==> config.mk <==
export PLATFORM = sky130hd
export DESIGN_NAME = activity_aging_table
export DESIGN_NICKNAME = d
export VERILOG_FILES = /design/src/hdl/aat_pkg.sv /design/src/hdl/aat_cell.sv /design/src/hdl/aat_ctrl.sv /design/src/hdl/activity_aging_table.sv
export SDC_FILE = /design/constraint.sdc
export NUM_CORES = 2
export LEC_CHECK = 0
export BUFFER_PORTS_ARGS = -buffer_cell sky130_fd_sc_hd__buf_2
export CORE_MARGIN = 1.5
export CORE_UTILIZATION = 50
export CTS_BUF_LIST = sky130_fd_sc_hd__clkbuf_16
export DETAILED_ROUTE_END_ITERATION = 8
export PLACE_DENSITY = 0.73
export SLEW_MARGIN = 0
export SYNTH_ARGS = -nofsm -noshare
export SYNTH_HDL_FRONTEND = slang
export SYNTH_SLANG_ARGS = --single-unit
==> constraint.sdc <==
create_clock -name clk_i -period 23.9 [get_ports clk_i]
set_input_delay 1.195 -clock clk_i [delete_from_list [all_inputs] [get_ports clk_i]]
set_output_delay 1.195 -clock clk_i [all_outputs]
set_load 0.1 [all_outputs]
==> src/hdl/aat_pkg.sv <==
// Shared types and constants for the activity aging table.
// No dependencies; imported by every module of the block.
`default_nettype none

package aat_pkg;

  localparam int unsigned PID_W    = 22;
  localparam int unsigned UID_W    = 31;
  localparam int unsigned REASON_W = 8;

  // Reset value of the minimum application user id register.
  localparam logic [UID_W-1:0] MIN_UID_RST = 31'd10000;

  typedef enum logic [1:0] {
    MODE_SEEN    = 2'd0,
    MODE_TICK    = 2'd1,
    MODE_RESTART = 2'd2,
    MODE_UNUSED  = 2'd3
  } mode_e;

  // Client key broadcast to every cell.
  typedef struct packed {
    logic [PID_W-1:0] pid;
    logic [UID_W-1:0] uid;
  } key_t;

  // One table entry as held by a cell.
  typedef struct packed {
    logic             valid;
    logic             seen;
    logic [PID_W-1:0] pid;
    logic [UID_W-1:0] uid;
  } entry_t;

endpackage

`default_nettype wire

==> src/hdl/aat_cell.sv <==
// One table entry of the aging ring: holds an entry and compares it to the key.
// Depends on aat_pkg.
`default_nettype none

module aat_cell
  import aat_pkg::*;
(
  input  wire logic   clk_i,
  input  wire logic   rst_ni,
  input  wire logic   shift_i,
  input  wire entry_t nxt_i,
  input  wire key_t   key_i,
  output entry_t      cur_o,
  output logic        match_o
);

  logic             valid_q, valid_d;
  logic             seen_q, seen_d;
  logic [PID_W-1:0] pid_q;
  logic [UID_W-1:0] uid_q;

  assign valid_d = shift_i ? nxt_i.valid : valid_q;
  assign seen_d  = shift_i ? nxt_i.seen : seen_q;

  always_ff @(posedge clk_i or negedge rst_ni) begin
    if (!rst_ni) begin
      valid_q <= 1'b0;
      seen_q  <= 1'b0;
    end else begin
      valid_q <= valid_d;
      seen_q  <= seen_d;
    end
  end

  // key storage, meaningful only while valid
  always_ff @(posedge clk_i) begin
    if (shift_i) begin
      pid_q <= nxt_i.pid;
      uid_q <= nxt_i.uid;
    end
  end

  assign cur_o   = '{valid: valid_q, seen: seen_q, pid: pid_q, uid: uid_q};
  assign match_o = valid_q && (pid_q == key_i.pid) && (uid_q == key_i.uid);

endmodule

`default_nettype wire

==> src/hdl/aat_ctrl.sv <==
// Sequencer of the aging table: input beat, head-of-ring processing, result register.
// Depends on aat_pkg; drives the shift of the aat_cell ring.
`default_nettype none

module aat_ctrl
  import aat_pkg::*;
#(
  parameter int unsigned ENTRIES = 16
) (
  input  wire logic                clk_i,
  input  wire logic                rst_ni,
  // input channel
  input  wire logic                in_valid_i,
  output logic                     in_stall_o,
  input  wire logic [1:0]          mode_i,
  input  wire logic [PID_W-1:0]    pid_i,
  input  wire logic [UID_W-1:0]    uid_i,
  input  wire logic [REASON_W-1:0] reason_code_i,
  input  wire logic [UID_W-1:0]    min_uid_i,
  // ring
  input  wire entry_t              head_i,
  input  wire logic [ENTRIES-1:0]  valid_vec_i,
  input  wire logic [ENTRIES-1:0]  seen_vec_i,
  input  wire logic [ENTRIES-1:0]  match_vec_i,
  output key_t                     key_o,
  output entry_t                   head_o,
  output logic                     shift_o,
  // result channel
  output logic                     out_valid_o,
  input  wire logic                out_stall_i,
  output logic [PID_W-1:0]         rep_pid_o,
  output logic [UID_W-1:0]         rep_uid_o,
  output logic                     is_active_o,
  output logic [REASON_W-1:0]      rep_reason_o,
  output logic                     dropped_o,
  output logic                     last_o
);

  localparam int unsigned SW = (ENTRIES > 1) ? $clog2(ENTRIES) : 1;
  localparam int unsigned CW = $clog2(ENTRIES + 1);
  localparam logic [SW-1:0] LAST_STEP = SW'(ENTRIES - 1);

  typedef enum logic [1:0] {
    ST_IDLE,
    ST_EVAL,
    ST_RUN
  } state_e;

  state_e          state_q;
  mode_e           mode_q;
  logic [SW-1:0]   step_q;
  logic [CW-1:0]   idle_cnt_q;
  logic            hit_q;
  logic            ins_q;
  logic            out_valid_q;
  key_t            key_q;
  logic [REASON_W-1:0] reason_q;

  mode_e         in_mode;
  logic          accept, start;
  logic          hit_any, unseen_hit, full, report;
  logic [CW-1:0] idle_cnt;
  logic          out_free, emit, shift, eval_go, ld_act, ld_idle, run;

  assign in_mode    = mode_e'(mode_i);
  assign in_stall_o = (state_q != ST_IDLE);
  assign accept     = in_valid_i && !in_stall_o;

  // ignored items (system users, unused code) finish in the accept cycle
  always_comb begin
    unique case (in_mode)
      MODE_SEEN:    start = (uid_i >= min_uid_i);
      MODE_TICK:    start = 1'b1;
      MODE_RESTART: start = 1'b1;
      default:      start = 1'b0;
    endcase
  end

  assign hit_any    = |match_vec_i;
  assign unseen_hit = |(match_vec_i & ~seen_vec_i);
  assign full       = &valid_vec_i;
  assign idle_cnt   = CW'($countones(valid_vec_i & ~seen_vec_i));
  assign report     = !hit_any || unseen_hit;

  assign out_free = !out_valid_q || !out_stall_i;
  assign run      = (state_q == ST_RUN);
  assign emit     = run && (mode_q == MODE_TICK) && head_i.valid && !head_i.seen;
  assign shift    = run && !(emit && !out_free);
  assign ld_idle  = emit && out_free;
  assign ld_act   = (state_q == ST_EVAL) && (mode_q == MODE_SEEN) && report && out_free;
  assign eval_go  = (state_q == ST_EVAL) &&
                    ((mode_q != MODE_SEEN) || !report || out_free);

  // head of ring, rewritten as it wraps to the tail
  always_comb begin
    head_o = head_i;
    case (mode_q)
      MODE_SEEN: begin
        if (hit_q && head_i.valid &&
            (head_i.pid == key_q.pid) && (head_i.uid == key_q.uid)) begin
          head_o.seen = 1'b1;
        end
        if (ins_q && !head_i.valid) begin
          head_o = '{valid: 1'b1, seen: 1'b1, pid: key_q.pid, uid: key_q.uid};
        end
      end
      MODE_TICK: begin
        if (head_i.valid) begin
          if (head_i.seen) begin
            head_o.seen = 1'b0;
          end else begin
            head_o.valid = 1'b0;
          end
        end
      end
      MODE_RESTART: begin
        head_o.seen = 1'b0;
      end
      default: ;
    endcase
  end

  assign shift_o = shift;
  assign key_o   = key_q;

  always_ff @(posedge clk_i or negedge rst_ni) begin
    if (!rst_ni) begin
      state_q     <= ST_IDLE;
      mode_q      <= MODE_SEEN;
      step_q      <= '0;
      idle_cnt_q  <= '0;
      hit_q       <= 1'b0;
      ins_q       <= 1'b0;
      out_valid_q <= 1'b0;
    end else begin
      if (ld_act || ld_idle) begin
        out_valid_q <= 1'b1;
      end else if (!out_stall_i) begin
        out_valid_q <= 1'b0;
      end
      unique case (state_q)
        ST_IDLE: begin
          if (accept && start) begin
            state_q <= ST_EVAL;
            mode_q  <= in_mode;
          end
        end
        ST_EVAL: begin
          if (eval_go) begin
            state_q    <= ST_RUN;
            step_q     <= '0;
            hit_q      <= hit_any;
            ins_q      <= !hit_any && !full;
            idle_cnt_q <= idle_cnt;
          end
        end
        ST_RUN: begin
          if (shift) begin
            step_q <= step_q + SW'(1);
            if (ins_q && !head_i.valid) begin
              ins_q <= 1'b0;
            end
            if (emit) begin
              idle_cnt_q <= idle_cnt_q - CW'(1);
            end
            if (step_q == LAST_STEP) begin
              state_q <= ST_IDLE;
            end
          end
        end
        default: state_q <= ST_IDLE;
      endcase
    end
  end

  always_ff @(posedge clk_i) begin
    if (accept) begin
      key_q    <= '{pid: pid_i, uid: uid_i};
      reason_q <= reason_code_i;
    end
  end

  // result payload
  always_ff @(posedge clk_i) begin
    if (ld_act) begin
      rep_pid_o    <= key_q.pid;
      rep_uid_o    <= key_q.uid;
      is_active_o  <= 1'b1;
      rep_reason_o <= reason_q;
      dropped_o    <= !hit_any && full;
      last_o       <= 1'b1;
    end else if (ld_idle) begin
      rep_pid_o    <= head_i.pid;
      rep_uid_o    <= head_i.uid;
      is_active_o  <= 1'b0;
      rep_reason_o <= '0;
      dropped_o    <= 1'b0;
      last_o       <= (idle_cnt_q == CW'(1));
    end
  end

  assign out_valid_o = out_valid_q;

  // a stored flag only ever sits on a valid entry
  a_seen_valid: assert property (@(posedge clk_i) disable iff (!rst_ni)
    (seen_vec_i & ~valid_vec_i) == '0)
    else $error("seen flag on invalid entry");

  // idle report count never runs out before the sweep does
  a_cnt_nonzero: assert property (@(posedge clk_i) disable iff (!rst_ni)
    ld_idle |-> (idle_cnt_q != '0))
    else $error("idle report without pending count");

  // at the end of a sweep every idle report has gone out
  a_cnt_drained: assert property (@(posedge clk_i) disable iff (!rst_ni)
    (run && shift && (step_q == LAST_STEP) && (mode_q == MODE_TICK))
      |=> (idle_cnt_q == '0))
    else $error("sweep ended with idle reports outstanding");

  // a result is only loaded into a free output register
  a_load_free: assert property (@(posedge clk_i) disable iff (!rst_ni)
    (ld_act || ld_idle) |-> out_free)
    else $error("result overwrote a pending beat");

endmodule

`default_nettype wire

==> src/hdl/activity_aging_table.sv <==
// Top level of the activity aging table: config register, ring of entry cells, sequencer.
// Depends on aat_pkg, aat_cell and aat_ctrl.
`default_nettype none

// Tracks active clients by (pid, uid) in a ring of ENTRIES cells. An activity
// beat (mode 0) from a uid at or above min_app_uid gives one active report
// unless the key is already stored with its seen flag set; a new key takes the
// lowest free entry, and a full table still reports with dropped set. A tick
// (mode 1) reports and removes each entry whose flag is clear, in ascending
// entry order, and clears the other flags; a restart (mode 2) clears all flags.
// Mode 3 and system-user activity beats are taken and dropped in their accept
// cycle. Every other beat passes the accept, an evaluate state and one full
// revolution of the ring, one entry per cycle while the ring is not held, before
// the next beat is taken. The evaluate state repeats while an active report
// waits on a stalled output, and the ring holds while a tick's idle report waits
// on a stalled output. Key matching, the free-entry check and the idle count run
// in parallel across the cells in the evaluate state. The last result of each
// beat carries last = 1. Write min_app_uid only while the block is idle.
module activity_aging_table
  import aat_pkg::*;
#(
  parameter int unsigned ENTRIES = 16
) (
  input  wire logic                clk_i,
  input  wire logic                rst_ni,
  // config write
  input  wire logic                cfg_valid_i,
  output logic                     cfg_ready_o,
  input  wire logic [UID_W-1:0]    cfg_data_i,
  // input beats
  input  wire logic                in_valid_i,
  output logic                     in_stall_o,
  input  wire logic [1:0]          mode_i,
  input  wire logic [PID_W-1:0]    pid_i,
  input  wire logic [UID_W-1:0]    uid_i,
  input  wire logic [REASON_W-1:0] reason_code_i,
  // result beats
  output logic                     out_valid_o,
  input  wire logic                out_stall_i,
  output logic [PID_W-1:0]         rep_pid_o,
  output logic [UID_W-1:0]         rep_uid_o,
  output logic                     is_active_o,
  output logic [REASON_W-1:0]      rep_reason_o,
  output logic                     dropped_o,
  output logic                     last_o
);

  logic [UID_W-1:0]   min_uid_q;
  entry_t             cur   [ENTRIES];
  logic [ENTRIES-1:0] valid_vec, seen_vec, match_vec;
  entry_t             head_new;
  key_t               key;
  logic               shift;

  // single register, always writable
  assign cfg_ready_o = 1'b1;

  always_ff @(posedge clk_i or negedge rst_ni) begin
    if (!rst_ni) begin
      min_uid_q <= MIN_UID_RST;
    end else if (cfg_valid_i && cfg_ready_o) begin
      min_uid_q <= cfg_data_i;
    end
  end

  // Ring: cell 0 is the head seen by the sequencer; on each shift every cell
  // takes its upper neighbor and the last cell takes the rewritten head, so a
  // full revolution returns every entry to its own index.
  for (genvar i = 0; i < ENTRIES; i++) begin : g_cell
    entry_t nxt;
    if (i == ENTRIES - 1) begin : g_tail
      assign nxt = head_new;
    end else begin : g_mid
      assign nxt = cur[i+1];
    end

    aat_cell u_cell (
      .clk_i   (clk_i),
      .rst_ni  (rst_ni),
      .shift_i (shift),
      .nxt_i   (nxt),
      .key_i   (key),
      .cur_o   (cur[i]),
      .match_o (match_vec[i])
    );

    assign valid_vec[i] = cur[i].valid;
    assign seen_vec[i]  = cur[i].seen;
  end

  aat_ctrl #(
    .ENTRIES (ENTRIES)
  ) u_ctrl (
    .clk_i         (clk_i),
    .rst_ni        (rst_ni),
    .in_valid_i    (in_valid_i),
    .in_stall_o    (in_stall_o),
    .mode_i        (mode_i),
    .pid_i         (pid_i),
    .uid_i         (uid_i),
    .reason_code_i (reason_code_i),
    .min_uid_i     (min_uid_q),
    .head_i        (cur[0]),
    .valid_vec_i   (valid_vec),
    .seen_vec_i    (seen_vec),
    .match_vec_i   (match_vec),
    .key_o         (key),
    .head_o        (head_new),
    .shift_o       (shift),
    .out_valid_o   (out_valid_o),
    .out_stall_i   (out_stall_i),
    .rep_pid_o     (rep_pid_o),
    .rep_uid_o     (rep_uid_o),
    .is_active_o   (is_active_o),
    .rep_reason_o  (rep_reason_o),
    .dropped_o     (dropped_o),
    .last_o        (last_o)
  );

endmodule

`default_nettype wire
---- After elaboration in Yosys (flattened, before gate mapping) ----
Cells that the tools add are included.
storage, ports and cells
  bits in registers ....................... 1,052
  input bits .............................. 99
  output and inout bits ................... 67
  logic and storage cells ................. 265
cells by class
  $add $sub $neg .......................... 17
  $lt $le $gt $ge ......................... 1
  equal/unequal tests ..................... 47
  multiplexer cells ....................... 34
  bitwise logic cells ..................... 3
  reductions and logical operators ........ 82
operators by type and width
  kind                                                              count
  31-bit == test                                                    16
  22-bit == test                                                    16
  31-bit two-way mux                                                2
  55-bit two-way mux                                                1
  53-bit two-way mux                                                1
  1-bit logical AND                                                 50
  22-bit two-way mux                                                2
  5-bit adder                                                       7
  16-bit AND                                                        2
  16-bit OR reduction                                               2
  31-bit greater-or-equal comparator                                1
  1-bit by 1-bit adder with 2-bit output                            8
  8-bit two-way mux                                                 2
  16-bit inverter                                                   1
  16-bit AND reduction                                              1
  5-bit two-way mux                                                 3
  4-bit AND reduction                                               3
  1-bit zero test                                                   10
  2-bit two-way mux                                                 5
  2-bit by 1-bit != test with 1-bit output (second input constant)  5
  5-bit case mux with 2 select lines                                1
  1-bit two-way mux                                                 9
  4-bit two-way mux                                                 2
  4-bit case mux with 2 select lines                                1
  16 further kinds                                                  33

---- Logic depth before layout (Yosys ltp) ----
  depth after elaboration ................. 12
  mapped depth ............................ 17
  depth with buffers taken out ............ 17

---- Cells and area by module ----
Synthesis repeated with hierarchy kept, for this count alone.
second synthesis, totals
  cell total of the unflattened synthesis .. 2,818
  area, all modules ....................... 45,528.7 µm²
by module, submodules not included
  module                times used  cells an instance  area an instance (µm²)  sequential area each (µm²)
  aat_cell              16          130                2,262.2                 1,641.6
  aat_ctrl              1           671                8,157.8                 4,134.0
  activity_aging_table  1           67                 1,176.1                 782.0

---- Worst setup path after synthesis ----
Ideal clock, no wire load.
  path type ............................... input port to flip-flop
  start ................................... input port out_stall_i
  end ..................................... register g_cell[0].u_cell.pid_q[0] (enable)
  library setup time ...................... 1.545 ns
  arrival ................................. 24.632 ns
  data required time ...................... 22.355 ns
  slack ................................... -2.278 ns
  cell stages on the path ................. 4
  path buffers ............................ 1
  cell sequence ........................... nand2_1 -> o21ai_1 -> inv_1 -> clkbuf_1
between the ends
  cells in the longest elaborated chain, start to end .. 6
RTL lines
  what                                RTL line                    source
  from (decl)                         activity_aging_table.sv:39  input wire logic out_stall_i,
  1-bit zero test                     aat_ctrl.sv:85              assign out_free = !out_valid_q || !out_stall_i;
  1-bit logical OR                    aat_ctrl.sv:85
  1-bit zero test                     aat_ctrl.sv:88              assign shift = run && !(emit && !out_free);
  1-bit logical AND                   aat_ctrl.sv:88
  1-bit zero test                     aat_ctrl.sv:88
  1-bit logical AND                   aat_ctrl.sv:88
  named net g_cell[0].u_cell.shift_i  aat_cell.sv:10              input wire logic shift_i,
  to (signal assigned)                aat_cell.sv:38              pid_q <= nxt_i.pid;
  to (decl)                           aat_cell.sv:19              logic [PID_W-1:0] pid_q;
The timed path passes the listed nets, and every way through them passes these cells.
A chain may end at the register's enable or synchronous reset.

---- Final worst setup path ----
  start ................................... register u_ctrl.state_q[0]
  end ..................................... register g_cell[2].u_cell.uid_q[13] (enable)
between the ends
  cells in the longest elaborated chain, start to end .. 7
RTL lines
  what                             RTL line         source
  from (decl)                      aat_ctrl.sv:49   state_e state_q;
  from (signal assigned)           aat_ctrl.sv:128  state_q <= ST_IDLE;
  from (signal assigned)           aat_ctrl.sv:144  state_q <= ST_EVAL;
  from (signal assigned)           aat_ctrl.sv:150  state_q <= ST_RUN;
  2-bit == test (*)                aat_ctrl.sv:86   assign run = (state_q == ST_RUN);
  1-bit logical AND (3 in series)  aat_ctrl.sv:87   assign emit = run && (mode_q == MODE_TICK) && head_i.valid && !head_i.seen;
  1-bit logical AND                aat_ctrl.sv:88
  1-bit zero test                  aat_ctrl.sv:88
  1-bit logical AND (*)            aat_ctrl.sv:88
  to (signal assigned)             aat_cell.sv:39   uid_q <= nxt_i.uid;
  to (decl)                        aat_cell.sv:20   logic [UID_W-1:0] uid_q;
Mark *: on every way between the ends. The rest lies on a longest branch, timed or not.

==> results.md <==
- IO Port Bufs: 164
- Initial detailed-routing violation count: 3,795
- Via Count: 26.9k
- Worst reg-to-reg path cell count: 10
- Max-slew violation count: 0
- Leak pwr: 17.4 nW
- Worst-path maximum fanout: 171
- Synth cell types: 66
- RePlAce Congestion: 0.959
- Min Hold Slack: 410 ps
- Worst slew pin tran: 1120 ps
- Largest net degree at the start of global routing: 172
- Flop-to-flop setup slack: 17,650 ps
- Area of placed instances: 0.0474 mm2
- Synth Cell Area: 0.0454 mm2
- Yosys Warn Count: 0
- Post-DR wirelength/cell: 32.7 um
- Vias in the first global route: 26.1k
- Die area: 0.0925 mm2
- CP cell instances: inv_1 -> ha_1 -> nand3_1 -> o21ai_2 -> buf_4 -> inv_8 -> buf_4 -> buf_12 -> buf_4 -> buf_4
- Max Cap Viol: 0
- Num CTS Buffers: 108
- First-pass GRT wire length: 199,000 um
- Clock Sinks: 1,052
- Fmax: 0.160 GHz
- TritonCTS clock tree: yes
- Tcrit/Tclk final: 26.2%
- Total power: 6.61 mW
- Worst Setup SP: u_ctrl.state_q[0]
- Crit path max-delay cell type: buf_4
- Clk slew on worst S/H paths: 60 ps
- Unrepaired setup endpoints after global routing: false
- Maximum VDD drop: 0.0907 mV
- Pwr dens: 130 mW/mm2
- CP arrival: 6580 ps
- Minimum clock period: 6250 ps
- Initial Util: 50.4%
- # Post-CTS Setup Buffers: 0
- Worst setup EP type: register
- I/O pins: 166
- Worst Hold Class: in2async
- Share of the synthesized area in the top cell type: 64.3%
- Top FF cell, synth: edfxtp_1
- Ratio of cells with drive above 1 in the final layout: 14.7%
- Synthesis-to-layout area growth: 12.2%
- Antenna violations before repair: 3
- Commonest non-fill, non-tap cell in the layout: edfxtp_1
- DIE WIDTH: 304 um
- Largest cells by area after synthesis: edfxtp_1 64%, xnor2_1 11%, dfrtp_1 4.1%
- Kind of critical path: reg2reg
- Core Area: 0.0900 mm2
- Cells after Synth: 2,977
- Register bit total from synthesis: 1,052
- CP max stage delay: 910 ps
- CTS Hold Bufs: 0
- Most common cell on crit path: buf_4
- CTS resizes: 0
- Post-DP HPWL: 103,000 um
- CTS HTree Levels: 3
- R2R Path Start: u_ctrl.state_q[0]
- Worst slew margin: 23.1%
- Worst skew pair latency: 710 ps
- Syn nets: 3,140
- CTS max path bufs: 3
- Post-route design area: 0.0509 mm2
- Outcome: completed
- Fin. Hold Viols: 0
- Final net count: 3,345
- Die height: 304 um
- GRT Total Usage: 31.3%
- Worst R2R End: g_cell[2].u_cell.uid_q[13]
- Root Buffer: clkbuf_16
- Layout fillers: 7,070
- Layout Skew: 36.0 ps
- Vias per cell: 6.05
- Ys async rst share: 7.51%
- GRT overflow: 0
- Final ANT Viol Nets: 0
- Most frequent cells in the layout: 971 x edfxtp_1, 574 x xnor2_1, 206 x xor2_1, 171 x nand4_1, 163 x buf_2
- Total Neg Setup Slack: 0 ps
- Post-synthesis sequential area ratio: 68.7%
- Post-Route WL: 145,000 um
- Mean Syn Cell Area: 15.2 um2
- Number of detailed-route iterations in the first pass: 5
- Cell taking the most area after synthesis: edfxtp_1
- DRC errors left: 0
- CP startpoint kind: register
- Crit path capture: g_cell[2].u_cell.uid_q[13]
- EDFF count, synth: 971
- # rows: 110
- Critical Path RT: 24,220 ps
- Final setup violation count: 0
routing by layer:
layer	track usage, %	vias to the layer above	share of wire (%)
met5	0	-	0.0089
met3	6.84	369	11
li1	-	11300	-
met1	41.1	13500	37
met2	48.6	1680	46
met4	17.7	2	6.6
area by class of cell:
| cell class | count | area, um2 | area share, % |
|---|---|---|---|
| clock buffers | 108 | 2700 | 5.31 |
| well taps | 1176 | 1470 | 2.89 |
| diodes | 4 | 10.0 | 0.0197 |
| inverters | 118 | 450 | 0.885 |
| multi-input cells | 1668 | 12900 | 25.4 |
| clock inverters | 82 | 773 | 1.52 |
| flip-flops and latches | 1052 | 31200 | 61.3 |
| repair buffers | 234 | 1360 | 2.68 |
worst min-delay path by stage:
| stage | end | cells after the start |
|---|---|---|
| 2_1_floorplan | g_cell[0].u_cell.uid_q[19] | 0 |
| 3_3_place_gp | g_cell[0].u_cell.uid_q[5] | 0 |
| 3_5_place_dp | g_cell[5].u_cell.pid_q[3] | 0 |
| 4_1_cts | g_cell[6].u_cell.valid_q | 1 |
| 5_1_grt | g_cell[2].u_cell.valid_q | 1 |
| 6_report | g_cell[6].u_cell.valid_q | 1 |
synthesized netlist by cell type (all sizes together) (30+ instances only):
master	n
inv	118
mux2	78
xnor2	574
ha	53
o21ai	96
edfxtp	971
nand2	146
buf	115
dfrtp	74
xor2	206
nor2	30
nand4	171
nor4	96
critical path: cells and delay by family (launching register included):
family	cells	cell delay [ps]
AOI/OAI and AO/OA	1	90
adders and majority gates	1	430
buffers and inverters	7	4100
DFF	1	360
and+or+nand+nor	1	480
per-stage QoR:
stage	setup slack (ps)	util, %	std cells
finish	17650	56.5	4442
CTS	17760	56.5	4438
detailed placement	17570	52.7	4248
floorplan	10710	-	2977
global route	17260	56.5	4438
global placement	17580	52.7	4248
cell families (layout without fill, tap and decap cells):
logic type,count (synthesis),count (layout),share of synthesized area (%)
muxes,79,79,1.96
other,1,5,0.00827
buffers and inverters,257,542,2.82
adders and majority gates,64,64,1.95
AOI/OAI and AO/OA,229,229,3.35
and+or+nand+nor,515,515,6.12
DFF,1052,1052,68.7
xor gates and xnor gates,780,780,15.1
where the power goes:
part           total, mW  internal [mW]  leakage (nW)  switching [mW]
clock               1.67          0.942          1.78           0.728
combinational       1.73          0.554          5.56            1.18
sequential          3.21           2.75          10.0           0.459
flip-flops by register name (all words and copies together) (netlist names), 8 cells and up:
name                   cells
g_cell.u_cell.seen_q      16
g_cell.u_cell.valid_q     16
u_ctrl.rep_reason_o        8
u_ctrl.reason_q            8
g_cell.u_cell.pid_q      352
g_cell.u_cell.uid_q      496
u_ctrl.key_o              53
min_uid_q                 31
u_ctrl.rep_uid_o          31
u_ctrl.rep_pid_o          22
(Power assumes the default switching activity.)
